### src/rtl/core/clt_pkg.sv
// shared types, character codes and constants of the command-line tokenizer
package clt_pkg;

   // default depth of the queue between front and back and of the result queue
   localparam int QUEUE_DEPTH = 2;

   localparam logic [7:0] CHR_TAB       = 8'h09;
   localparam logic [7:0] CHR_LF        = 8'h0A;
   localparam logic [7:0] CHR_CR        = 8'h0D;
   localparam logic [7:0] CHR_SPACE     = 8'h20;
   localparam logic [7:0] CHR_DQUOTE    = 8'h22;
   localparam logic [7:0] CHR_SQUOTE    = 8'h27;
   localparam logic [7:0] CHR_SEMI      = 8'h3B;
   localparam logic [7:0] CHR_BACKSLASH = 8'h5C;
   localparam logic [7:0] CHR_LOWER_A   = 8'h61;
   localparam logic [7:0] CHR_LOWER_B   = 8'h62;
   localparam logic [7:0] CHR_LOWER_N   = 8'h6E;
   localparam logic [7:0] CHR_LOWER_R   = 8'h72;
   localparam logic [7:0] CHR_LOWER_T   = 8'h74;
   localparam logic [7:0] CHR_LOWER_X   = 8'h78;
   localparam logic [7:0] CHR_BELL      = 8'h07;
   localparam logic [7:0] CHR_BSPACE    = 8'h08;

   typedef enum logic [2:0] {
      ERR_NONE     = 3'd0,
      ERR_ESCAPE   = 3'd1,
      ERR_NO_SPACE = 3'd2,
      ERR_LINE_END = 3'd3,
      ERR_QUOTE    = 3'd4
   } clt_error_type;

   typedef enum logic [3:0] {
      CLS_OTHER     = 4'd0,
      CLS_BLANK     = 4'd1,
      CLS_DQUOTE    = 4'd2,
      CLS_SQUOTE    = 4'd3,
      CLS_CR        = 4'd4,
      CLS_LF        = 4'd5,
      CLS_SEMI      = 4'd6,
      CLS_BACKSLASH = 4'd7,
      CLS_X         = 4'd8
   } clt_class_type;

   typedef enum logic [10:0] {
      ST_INITIAL = 11'b000_0000_0001,
      ST_TEXT    = 11'b000_0000_0010,
      ST_CR      = 11'b000_0000_0100,
      ST_CR_TEXT = 11'b000_0000_1000,
      ST_ESC     = 11'b000_0001_0000,
      ST_HEX_HI  = 11'b000_0010_0000,
      ST_HEX_LO  = 11'b000_0100_0000,
      ST_SQ      = 11'b000_1000_0000,
      ST_SQ_ESC  = 11'b001_0000_0000,
      ST_DQ      = 11'b010_0000_0000,
      ST_AFTER_Q = 11'b100_0000_0000
   } clt_state_type;

   typedef struct packed {
      logic       operation;
      logic [7:0] data_byte;
   } clt_req_type;

   typedef struct packed {
      logic       byte_valid;
      logic [7:0] data_out;
      logic       token_end;
      logic       line_done;
      logic [2:0] error_code;
   } clt_rsp_type;

   // classified item handed from front to back
   typedef struct packed {
      logic          view_end;
      clt_class_type char_class;
      logic          hex_ok;
      logic [3:0]    hex_value;
      logic [7:0]    raw_byte;
      logic [7:0]    unescaped;
   } clt_item_type;

endpackage

### src/rtl/core/clt_fifo.sv
// small synchronous queue of a generic item type
module clt_fifo #(
   parameter type item_type = logic,
   parameter int  Depth     = 2
) (
   input  logic     clock,
   input  logic     reset,
   input  logic     push,
   input  item_type push_data,
   output logic     full,
   input  logic     pop,
   output item_type pop_data,
   output logic     empty
);

   // depth of two or more
   localparam int PtrW = $clog2(Depth);
   localparam int CntW = $clog2(Depth + 1);

   item_type            mem_ff [Depth];
   logic [PtrW-1:0]     wr_ptr_ff, wr_ptr_in;
   logic [PtrW-1:0]     rd_ptr_ff, rd_ptr_in;
   logic [CntW-1:0]     count_ff, count_in;
   logic                wr_en, rd_en;

   assign full     = (count_ff == CntW'(Depth));
   assign empty    = (count_ff == '0);
   assign wr_en    = push && !full;
   assign rd_en    = pop && !empty;
   assign pop_data = mem_ff[rd_ptr_ff];

   always_comb begin
      wr_ptr_in = wr_ptr_ff;
      rd_ptr_in = rd_ptr_ff;
      count_in  = count_ff;
      if (wr_en) begin
         wr_ptr_in = (wr_ptr_ff == PtrW'(Depth - 1)) ? '0 : wr_ptr_ff + 1'b1;
      end
      if (rd_en) begin
         rd_ptr_in = (rd_ptr_ff == PtrW'(Depth - 1)) ? '0 : rd_ptr_ff + 1'b1;
      end
      case ({wr_en, rd_en})
         2'b10:   count_in = count_ff + 1'b1;
         2'b01:   count_in = count_ff - 1'b1;
         default: count_in = count_ff;
      endcase
   end

   always_ff @(posedge clock) begin
      if (reset) begin
         wr_ptr_ff <= '0;
         rd_ptr_ff <= '0;
         count_ff  <= '0;
      end else begin
         wr_ptr_ff <= wr_ptr_in;
         rd_ptr_ff <= rd_ptr_in;
         count_ff  <= count_in;
      end
   end

   always_ff @(posedge clock) begin
      if (wr_en) begin
         mem_ff[wr_ptr_ff] <= push_data;
      end
   end

endmodule

### src/rtl/core/clt_front.sv
// front end: accepts input transactions and classifies each byte
module clt_front (
   input  clt_pkg::clt_req_type  req_payload,
   input  logic                  req_push,
   output logic                  req_full,
   output logic                  q_push,
   output clt_pkg::clt_item_type q_data,
   input  logic                  q_full
);
   import clt_pkg::*;

   logic [7:0] c;

   assign c        = req_payload.data_byte;
   assign req_full = q_full;
   assign q_push   = req_push;

   always_comb begin
      q_data           = '0;
      q_data.view_end  = req_payload.operation;
      q_data.raw_byte  = c;

      case (c)
         CHR_SPACE, CHR_TAB: q_data.char_class = CLS_BLANK;
         CHR_DQUOTE:         q_data.char_class = CLS_DQUOTE;
         CHR_SQUOTE:         q_data.char_class = CLS_SQUOTE;
         CHR_CR:             q_data.char_class = CLS_CR;
         CHR_LF:             q_data.char_class = CLS_LF;
         CHR_SEMI:           q_data.char_class = CLS_SEMI;
         CHR_BACKSLASH:      q_data.char_class = CLS_BACKSLASH;
         CHR_LOWER_X:        q_data.char_class = CLS_X;
         default:            q_data.char_class = CLS_OTHER;
      endcase

      // hex digit value
      if (c inside {[8'h30:8'h39]}) begin
         q_data.hex_ok    = 1'b1;
         q_data.hex_value = c[3:0];
      end else if (c inside {[8'h61:8'h66], [8'h41:8'h46]}) begin
         q_data.hex_ok    = 1'b1;
         q_data.hex_value = c[3:0] + 4'd9;
      end else begin
         q_data.hex_ok    = 1'b0;
         q_data.hex_value = '0;
      end

      // single-letter escapes inside double quotes
      case (c)
         CHR_LOWER_N: q_data.unescaped = CHR_LF;
         CHR_LOWER_R: q_data.unescaped = CHR_CR;
         CHR_LOWER_T: q_data.unescaped = CHR_TAB;
         CHR_LOWER_B: q_data.unescaped = CHR_BSPACE;
         CHR_LOWER_A: q_data.unescaped = CHR_BELL;
         default:     q_data.unescaped = c;
      endcase
   end

endmodule

### src/rtl/core/clt_back.sv
// back end: parse state machine, one classified item per cycle while the result queue is not full
module clt_back (
   input  logic                  clock,
   input  logic                  reset,
   input  logic                  lf_on_view_end,
   input  logic                  item_valid,
   input  clt_pkg::clt_item_type item,
   output logic                  item_pop,
   output logic                  res_push,
   output clt_pkg::clt_rsp_type  res_data,
   input  logic                  res_full
);
   import clt_pkg::*;

   clt_state_type state_ff, state_in;
   logic [3:0]    nibble_ff, nibble_in;

   clt_class_type cls;
   logic          can_end;
   logic          view_err;
   logic          produce;
   clt_rsp_type   res;

   // plain-text handling shared by initial and text states
   clt_state_type text_state;
   logic          text_produce;
   clt_rsp_type   text_res;

   assign item_pop = item_valid && !res_full;
   assign res_push = item_pop && produce;
   assign res_data = res;

   assign can_end = state_ff inside {ST_INITIAL, ST_TEXT, ST_CR, ST_CR_TEXT, ST_AFTER_Q};

   always_comb begin
      cls      = item.char_class;
      view_err = 1'b0;
      if (item.view_end) begin
         if (lf_on_view_end && can_end) begin
            cls = CLS_LF;
         end else begin
            view_err = 1'b1;
         end
      end
   end

   always_comb begin
      text_state   = ST_TEXT;
      text_produce = 1'b0;
      text_res     = '0;
      case (cls)
         CLS_BLANK: begin
            text_state         = ST_INITIAL;
            text_produce       = 1'b1;
            text_res.token_end = 1'b1;
         end
         CLS_DQUOTE: text_state = ST_DQ;
         CLS_SQUOTE: text_state = ST_SQ;
         CLS_CR:     text_state = ST_CR_TEXT;
         CLS_SEMI, CLS_LF: begin
            text_state         = ST_INITIAL;
            text_produce       = 1'b1;
            text_res.token_end = 1'b1;
            text_res.line_done = 1'b1;
         end
         default: begin
            text_produce        = 1'b1;
            text_res.byte_valid = 1'b1;
            text_res.data_out   = item.raw_byte;
         end
      endcase
   end

   always_comb begin
      state_in  = state_ff;
      nibble_in = nibble_ff;
      produce   = 1'b0;
      res       = '0;

      if (view_err) begin
         produce = 1'b1;
         case (state_ff)
            ST_ESC, ST_HEX_HI, ST_HEX_LO, ST_SQ_ESC: res.error_code = ERR_ESCAPE;
            ST_SQ, ST_DQ:                           res.error_code = ERR_QUOTE;
            ST_AFTER_Q:                             res.error_code = ERR_NO_SPACE;
            default:                                res.error_code = ERR_LINE_END;
         endcase
      end else begin
         case (state_ff)
            ST_TEXT: begin
               state_in = text_state;
               produce  = text_produce;
               res      = text_res;
            end
            ST_CR: begin
               produce = 1'b1;
               if (cls == CLS_LF) begin
                  state_in      = ST_INITIAL;
                  res.line_done = 1'b1;
               end else begin
                  res.error_code = ERR_LINE_END;
               end
            end
            ST_CR_TEXT: begin
               produce = 1'b1;
               if (cls == CLS_LF) begin
                  state_in      = ST_INITIAL;
                  res.token_end = 1'b1;
                  res.line_done = 1'b1;
               end else begin
                  res.error_code = ERR_LINE_END;
               end
            end
            ST_ESC: begin
               if (cls inside {CLS_SEMI, CLS_CR, CLS_LF}) begin
                  produce        = 1'b1;
                  res.error_code = ERR_LINE_END;
               end else if (cls == CLS_X) begin
                  state_in = ST_HEX_HI;
               end else begin
                  state_in       = ST_DQ;
                  produce        = 1'b1;
                  res.byte_valid = 1'b1;
                  res.data_out   = item.unescaped;
               end
            end
            ST_HEX_HI: begin
               if (!item.hex_ok) begin
                  produce        = 1'b1;
                  res.error_code = ERR_ESCAPE;
               end else begin
                  nibble_in = item.hex_value;
                  state_in  = ST_HEX_LO;
               end
            end
            ST_HEX_LO: begin
               produce = 1'b1;
               if (!item.hex_ok) begin
                  res.error_code = ERR_ESCAPE;
               end else begin
                  state_in       = ST_DQ;
                  res.byte_valid = 1'b1;
                  res.data_out   = {nibble_ff, item.hex_value};
               end
            end
            ST_SQ: begin
               if (cls inside {CLS_SEMI, CLS_CR, CLS_LF}) begin
                  produce        = 1'b1;
                  res.error_code = ERR_QUOTE;
               end else if (cls == CLS_BACKSLASH) begin
                  state_in = ST_SQ_ESC;
               end else if (cls == CLS_SQUOTE) begin
                  state_in = ST_AFTER_Q;
               end else begin
                  produce        = 1'b1;
                  res.byte_valid = 1'b1;
                  res.data_out   = item.raw_byte;
               end
            end
            ST_SQ_ESC: begin
               produce = 1'b1;
               if (cls == CLS_SQUOTE) begin
                  state_in       = ST_SQ;
                  res.byte_valid = 1'b1;
                  res.data_out   = item.raw_byte;
               end else begin
                  res.error_code = ERR_ESCAPE;
               end
            end
            ST_DQ: begin
               if (cls inside {CLS_SEMI, CLS_CR, CLS_LF}) begin
                  produce        = 1'b1;
                  res.error_code = ERR_QUOTE;
               end else if (cls == CLS_DQUOTE) begin
                  state_in = ST_AFTER_Q;
               end else if (cls == CLS_BACKSLASH) begin
                  state_in = ST_ESC;
               end else begin
                  produce        = 1'b1;
                  res.byte_valid = 1'b1;
                  res.data_out   = item.raw_byte;
               end
            end
            ST_AFTER_Q: begin
               case (cls)
                  CLS_CR: state_in = ST_CR_TEXT;
                  CLS_BLANK: begin
                     state_in      = ST_INITIAL;
                     produce       = 1'b1;
                     res.token_end = 1'b1;
                  end
                  CLS_SEMI, CLS_LF: begin
                     state_in      = ST_INITIAL;
                     produce       = 1'b1;
                     res.token_end = 1'b1;
                     res.line_done = 1'b1;
                  end
                  default: begin
                     produce        = 1'b1;
                     res.error_code = ERR_NO_SPACE;
                  end
               endcase
            end
            default: begin
               // initial state
               case (cls)
                  CLS_BLANK: state_in = ST_INITIAL;
                  CLS_CR:    state_in = ST_CR;
                  CLS_SEMI, CLS_LF: begin
                     state_in      = ST_INITIAL;
                     produce       = 1'b1;
                     res.line_done = 1'b1;
                  end
                  default: begin
                     state_in = text_state;
                     produce  = text_produce;
                     res      = text_res;
                  end
               endcase
            end
         endcase
      end

      // any error restarts the line
      if (res.error_code != ERR_NONE) begin
         state_in  = ST_INITIAL;
         nibble_in = '0;
      end else if (res.line_done) begin
         nibble_in = '0;
      end
   end

   always_ff @(posedge clock) begin
      if (reset) begin
         state_ff  <= ST_INITIAL;
         nibble_ff <= '0;
      end else if (item_pop) begin
         state_ff  <= state_in;
         nibble_ff <= nibble_in;
      end
   end

endmodule

### src/rtl/core/command_line_tokenizer.sv
// top level of the command-line tokenizer
// Command-line tokenizer. Bytes of a command line go in as input transactions
// (operation 0 with data_byte, or operation 1 for end of view) and come out
// as result transactions: one token byte, a token-end mark, a line-done mark
// or an error code; a byte that yields nothing gives no result. Both sides
// look like queues: push while full is low, pop while empty is low. The
// block takes one input transaction per cycle while req_full is low and
// writes at most one result per cycle while the result queue is not full.
// An accepted byte is classified and registered in the middle queue; the
// single-step parse state machine works on it there, and its result is
// registered in the result queue. After an error the bytes already
// sent for the line are to be dropped by the consumer and parsing restarts.
// The end-of-view line feed mode is to be written through csr_ only while
// the block is idle, which it does not enforce. No start-up pass after reset.
module command_line_tokenizer #(
   parameter int QueueDepth = clt_pkg::QUEUE_DEPTH
) (
   input  logic                 clock,
   input  logic                 reset,
   // input transactions
   input  logic                 req_push,
   input  clt_pkg::clt_req_type req_payload,
   output logic                 req_full,
   // result transactions
   output logic                 rsp_empty,
   output clt_pkg::clt_rsp_type rsp_payload,
   input  logic                 rsp_pop,
   // configuration
   input  logic                 csr_wr_en,
   input  logic                 csr_wr_data
);
   import clt_pkg::*;

   logic         inject_ff, inject_in;

   // front to queue
   logic         mid_push, mid_full, mid_empty, mid_pop;
   clt_item_type mid_in_data, mid_out_data;

   // back to result queue
   logic         res_push, res_full;
   clt_rsp_type  res_data;

   // configuration register: end of view acts as line feed
   assign inject_in = csr_wr_en ? csr_wr_data : inject_ff;

   always_ff @(posedge clock) begin
      if (reset) begin
         inject_ff <= 1'b0;
      end else begin
         inject_ff <= inject_in;
      end
   end

   // classify each byte as it is accepted
   clt_front u_front (
      .req_payload (req_payload),
      .req_push    (req_push),
      .req_full    (req_full),
      .q_push      (mid_push),
      .q_data      (mid_in_data),
      .q_full      (mid_full)
   );

   // short queue decoupling classifier and parser
   clt_fifo #(
      .item_type (clt_item_type),
      .Depth     (QueueDepth)
   ) u_mid_queue (
      .clock     (clock),
      .reset     (reset),
      .push      (mid_push),
      .push_data (mid_in_data),
      .full      (mid_full),
      .pop       (mid_pop),
      .pop_data  (mid_out_data),
      .empty     (mid_empty)
   );

   // parse state machine, stalls only when the result queue is full
   clt_back u_back (
      .clock          (clock),
      .reset          (reset),
      .lf_on_view_end (inject_ff),
      .item_valid     (!mid_empty),
      .item           (mid_out_data),
      .item_pop       (mid_pop),
      .res_push       (res_push),
      .res_data       (res_data),
      .res_full       (res_full)
   );

   // result queue, keeps taking input while it is not full, also while a result waits to be popped
   clt_fifo #(
      .item_type (clt_rsp_type),
      .Depth     (QueueDepth)
   ) u_rsp_queue (
      .clock     (clock),
      .reset     (reset),
      .push      (res_push),
      .push_data (res_data),
      .full      (res_full),
      .pop       (rsp_pop),
      .pop_data  (rsp_payload),
      .empty     (rsp_empty)
   );

`ifndef NO_ASSERTIONS
   // an error result carries no byte and no marks
   a_error_alone: assert property (@(posedge clock) disable iff (reset)
      (!rsp_empty && rsp_payload.error_code != ERR_NONE) |->
      (!rsp_payload.byte_valid && !rsp_payload.token_end && !rsp_payload.line_done))
      else $error("error result carries other content");

   // data_out is zero unless it carries a token byte
   a_data_zero: assert property (@(posedge clock) disable iff (reset)
      (!rsp_empty && !rsp_payload.byte_valid) |-> (rsp_payload.data_out == 8'h00))
      else $error("stray data_out without byte_valid");

   // a transaction taken into an empty queue is still waiting there in the next cycle
   a_mid_holds: assert property (@(posedge clock) disable iff (reset)
      (req_push && !req_full && mid_empty) |=> !mid_empty)
      else $error("accepted transaction lost in front queue");
`endif

endmodule
### config.mk
export PLATFORM = sky130hd
export DESIGN_NAME = command_line_tokenizer
export DESIGN_NICKNAME = d
export VERILOG_FILES = /design/src/rtl/core/clt_pkg.sv /design/src/rtl/core/clt_fifo.sv /design/src/rtl/core/clt_front.sv /design/src/rtl/core/clt_back.sv /design/src/rtl/core/command_line_tokenizer.sv
export SDC_FILE = /design/constraint.sdc
export NUM_CORES = 1
export LEC_CHECK = 0
export ABC_AREA = 1
export BUFFER_PORTS_ARGS = -buffer_cell sky130_fd_sc_hd__buf_4
export CAP_MARGIN = 10
export CORE_UTILIZATION = 51
export CTS_CLUSTER_DIAMETER = 200
export DETAILED_ROUTE_END_ITERATION = 8
export PLACE_DENSITY = 0.68
export SETUP_SLACK_MARGIN = 0.3
export SYNTH_ARGS = -nofsm -noshare
export SYNTH_HDL_FRONTEND = slang
export SYNTH_HIERARCHICAL = 1
export SYNTH_SLANG_ARGS = --single-unit
### constraint.sdc
create_clock -name clock -period 6.48 [get_ports clock]
set_input_delay 0.972 -clock clock [delete_from_list [all_inputs] [get_ports clock]]
set_output_delay 0.972 -clock clock [all_outputs]
set_load 0.05 [all_outputs]
Word level (Yosys, flattened, before mapping) --
Memories as Yosys holds them, arrays and structs flattened. A register that Yosys moved wholly into a read port is not among the register bits. Cells that the tools add are included.
Cells by class: multiplexer cells 89, reduce and logical (&&, ||, !) cells 42, $add $sub $neg 9, magnitude comparators 6, equal/unequal tests 51
Operators by type and width (count):
- $mux W11 | 14
- $mux W9 | 11
- $pmux W11 S9 | 1
- $pmux W9 S7 | 1
- $eq A8 B7 Y1 const B | 7
- $pmux W10 S4 | 1
- $pmux W8 S5 | 1
- $eq A8 B6 Y1 const B | 4
- $pmux W4 S8 | 1
- $mux W1 | 31
- $mux W4 | 7
- $eq A8 B4 Y1 const B | 3
- $pmux W11 S2 | 1
- $mux W10 | 2
- $pmux W10 S2 | 1
- $pmux W3 S6 | 1
- $eq A4 B3 Y1 const B | 4
- $ge A8 B7 Y1 const B | 2
- $le A8 B7 Y1 const B | 2
- $reduce_or A4 Y1 | 4
- $reduce_or A2 Y1 | 7
- $ne A3 B1 Y1 const B | 4
- $reduce_and A12 Y1 | 1
- $reduce_bool A3 Y1 | 4
- 45 further kinds | 82
Word-level totals: logic and storage cells 208, input port bits 15, memory bits (writable) 80, memories 2, flip-flop bits (word level) 24
Memories:
- u_mid_queue.mem_ff | words 2, width 26, read ports 1, clocked after memory_dff 1, wr ports 1, line clt_fifo.sv:20 | item_type mem_ff [Depth];
- u_rsp_queue.mem_ff | words 2, width 14, read ports 1, clocked after memory_dff 1, wr ports 1, line clt_fifo.sv:20

Logic depth before layout (Yosys ltp) --
word-level depth 15, gate-level depth with buffers 24, gate-level depth less buffers 24

Modules after synthesis --
The synthesis kept the hierarchy.
By module, submodules not included:
- clt_fifo (u_mid_queue) | seq. area each 1661.6 µm², instances 1, area an instance 2225.9 µm², cells an instance 121
- clt_back | seq. area each 300.3 µm², instances 1, area an instance 1747.9 µm², cells an instance 327
- clt_fifo (u_rsp_queue) | seq. area each 940.9 µm², instances 1, area an instance 1317.5 µm², cells an instance 83
- clt_front | seq. area each 0.0 µm², instances 1, area an instance 586.8 µm², cells an instance 102
- command_line_tokenizer | seq. area each 20.0 µm², instances 1, area an instance 48.8 µm², cells an instance 8

Worst setup path after synthesis --
OpenSTA, ideal clock, no wires.
path type register to register, start register (tool-made name), end memory u_rsp_queue/mem_ff[0][0] (netlist name) (enable), cell stages (with the launch flop) 17, setup time 384 ps, data arrival time 2660 ps, path slack 3435 ps, data required time 6096 ps, cells stage by stage dfxtp_1 buf_6 buf_12 mux2_4 nand3_4 o21ai_2 nand2_2 nand2_1 nor2_1 nand4_1 nand3_1 a31oi_1 a21boi_0 inv_1 nor2_4 inv_2 nor2_1
RTL lines (line):
- to (decl) | clt_fifo.sv:20

==> metrics.md <==
| Metric | Value |
|---|---|
| Status | finished, final reports clean |
| Largest net degree at the start of global routing | 27 |
| Post-synth top area share | 40.5% |
| Synth-to-Final Area Change | 9.33% |
| Syn Inst Count | between 600 and 700 |
| Utilization after layout | 57.0% |
| Top FF cell, synth | edfxtp_1 |
| Worst-margin pin slew | 1.05 ns |
| Syn nets | 662 |
| CP max FO | 26 |
| CTS Buf Count | 9 |
| Post-layout min period | 3.39 ns |
| Synth Cell Area | 5930 um2 |
| Async set-reset flop share out of synthesis | 0% |
| Multiplexer share of the synthesized area | 9.50% |
| Power density cells | around 490 nW/um2 |
| CP Class | reg -> reg |
| Arrival time at the worst endpoint | 3.45 ns |
| Yosys warnings | 6 |
| CTS H-Tree Depth | 3 |
| Xor and xnor area share after synthesis | less than 1% |
| Drt drc | 0 |
| Worst path top cell family by delay | simple AND/OR/NAND/NOR gates |
| CP Capture Point | u_rsp_queue/mem_ff[0][2]$_DFFE_PP_ |
| Crit end category | flop |
| IO Port Bufs | 30 |
| Post-Synth Simple-Gate Area | 25.4% |
| Most common cell after layout, fill and taps aside | nand2_1 |
| Post-CTS Setup Repair Bufs | 0 |
| Clock root cell | clkbuf_16 |
| GP Congestion | 0.926 |
| Top cells by area, synth | edfxtp_1 (41%), dfxtp_1 (8.8%), nand2_1 (8.1%), mux2_4 (7.6%), nor2_1 (5.1%) |
| Clock Sinks | between 100 and 150 |
| Data required, critical path | 6.53 ns |
| Core area | 11400 um2 |
| RSZ-0062 raised after global routing | false |
| Post-CTS sizing | 0 |
| Fin crit share | 52.4% |
| CTS max path bufs | 2 |
| Peak VDD IR | 0.301 mV |
| Final ANT Viol Nets | 0 |
| Seq/Total Area, Yosys | between 40 and 50% |
| Cts hold-fix bufs | 0 |
| DP Wirelength | 8710 um |
| CTS tree | done |
| Share of cells above drive strength 1 | a little over a fifth |
| Starting density of the core | 52.1% |
| Setup-failing EPs final | 0 |
| Reg-to-reg critical path endpoint | u_rsp_queue/mem_ff[0][2]$_DFFE_PP_ |
| Final Hold Viols | 0 |
| WP buf/inv | 5 |
| Crit-path cells | buf_4 -> mux2_4 -> inv_1 -> nor2_1 -> nand4_1 -> nand2_1 -> nor2_1 -> nand4_1 -> nand3_1 -> a31oi_1 -> a21boi_0 -> inv_1 -> nor2_4 -> inv_2 -> nor2_1 -> buf_4 |
| Via density | 5.30 |
| Worst Hold Depth | 2 |
| DRT Pass-1 Iters | 5 |
| Synth area leader | edfxtp_1 |
| Synth unique cells | 44 |
| Vias post-DR | between 4000 and 5000 |
| Vert. Die Dim | ~110 um |
| First-pass GRT wire length | 18700 um |
| Maxcap violations | 0 |
| Overflow after GRT | 0 |
| Initial antenna violation count | 0 |
| Reg-to-reg setup timing slack | between 3 and 4 ns |
| Die area | roughly 12000 um2 |
| Layout Nets | 683 |
| WHS | 0.506 ns |
| HP Class | reg -> reg |
| Die Wd | 110 um |
| CP max-delay cell | buf_4 |
| Clk Latency, worst-skew pair | 0.35 ns |
| Vias in the first global route | 3970 |
| Clk pin slew, worst setup/hold paths | ~0.070 ns |
| N_diodes | 0 |
| CP Depth | 16 |
| Pins Over Slew Limit | 0 |
| CP max stage delay | between 0.3 and 0.4 ns |
| Compound-cell area share of the yosys netlist | about 5.3% |
| Clock skew | 0.00597 ns |
| Power, Total | approximately 3.2 mW |
| EDFF count, synth | 80 |
| # IOs | 31 |
| Synth Area in Adders | under 10% |
| Starting DRT DRC Count | 273 |
| LEAKAGE | 2.80 nW |
| Crit path launch type | flop |
| Crit-path most repeated cell | nor2_1 |
| GRT Total Usage | 20.5% |
| Wire length per cell | 14.4 um |
| Most frequent cells in the layout | nand2_1 (128), edfxtp_1 (80), nor2_1 (79) |
| Mean Syn Cell Area | roughly 9 um2 |
| Setup_tns | 0 ns |
| DRT Wirelength | 11700 um |
| Reg2Reg Depth | 16 |
| Seq cells post-synth | 106 |
| # rows | 39 |
| Main combinational cell family by area after synthesis | simple AND/OR/NAND/NOR gates |
| Slew HR | 30.2% |
| F_max | ~290 MHz |
[cell usage after synthesis (12+ instances only)]
cell type	n
nor2_1	80
inv_1	76
a21oi_1	18
edfxtp_1	80
nand2_2	14
dfxtp_1	26
o21ai_0	14
nand2_1	128
mux2_4	30
nand4_1	12
nor3_1	14
nand3_1	43
[report_power, final]
group          internal (mW)  leakage [nW]  switching, mW  total, mW
clock                  0.310         0.153          0.259      0.569
sequential             0.971         0.970         0.0983       1.07
combinational          0.539          1.67           1.01       1.55
[kinds of logic after synthesis]
group                      Yosys count
AOI/OAI and AO/OA                   52
adders and majority gates            6
xor gates and xnor gates             1
buffers and inverters              113
and+or+nand+nor                    323
muxes                               40
DFF                                106
[state kept, by name (all words and copies together), names as in the netlist, named ones only]
name,count
u_rsp_queue/wr_ptr_ff,1
u_back/state_ff,11
u_back/nibble_ff,4
u_rsp_queue/mem_ff,28
inject_ff,1
u_mid_queue/mem_ff,52
u_mid_queue/wr_ptr_ff,1
u_rsp_queue/count_ff,2
u_rsp_queue/rd_ptr_ff,1
u_mid_queue/rd_ptr_ff,1
u_mid_queue/count_ff,2
[worst min-delay path, cell delays in order (launching register included)]
cell and delay, ns:
dfxtp_1 0.33, nor2_1 0.06, nor2_1 0.08
[metal layers]
metal / up-vias / GRT usage [%] / share of wire (%)
li1: 2154 / - / -
met1: 2011 / 26.4 / 46
met2: 102 / 34.2 / 48
met3: 23 / 3.02 / 3.7
met4: 0 / 8.76 / 2.4
met5: - / 0 / 0
[area by class of cell]
type | count | area, um2
multi-input cells | 422 | 2470
well taps | 143 | 179
flip-flops and latches | 106 | 2920
repair buffers | 34 | 255
fillers | 993 | 4890
clock buffers | 9 | 225
inverters | 89 | 334
clock inverters | 7 | 93.8
[metrics by stage]
step	setup WS [ns]	std cells	instance area, um2
floorplan	3.44	641	5930
global placement	2.86	793	6150
detailed placement	2.82	793	6150
CTS	2.80	809	6470
global route	2.74	810	6480
finish	3.09	810	6480
[worst min-delay path by stage]
stage / start / end / slack [ns]
after floorplan: u_back/nibble_ff[0]$_SDFFE_PP0P_ / u_back/nibble_ff[0]$_SDFFE_PP0P_ / 0.45
after global placement: u_rsp_queue/rd_ptr_ff$_SDFFE_PP0P_ / u_rsp_queue/rd_ptr_ff$_SDFFE_PP0P_ / 0.48
after detailed placement: u_rsp_queue/rd_ptr_ff$_SDFFE_PP0P_ / u_rsp_queue/rd_ptr_ff$_SDFFE_PP0P_ / 0.49
after CTS: u_rsp_queue/rd_ptr_ff$_SDFFE_PP0P_ / u_rsp_queue/rd_ptr_ff$_SDFFE_PP0P_ / 0.51
after global routing: u_rsp_queue/rd_ptr_ff$_SDFFE_PP0P_ / u_rsp_queue/rd_ptr_ff$_SDFFE_PP0P_ / 0.53
final: u_rsp_queue/rd_ptr_ff$_SDFFE_PP0P_ / u_rsp_queue/rd_ptr_ff$_SDFFE_PP0P_ / 0.51
Power figures use the tool's default switching activity.
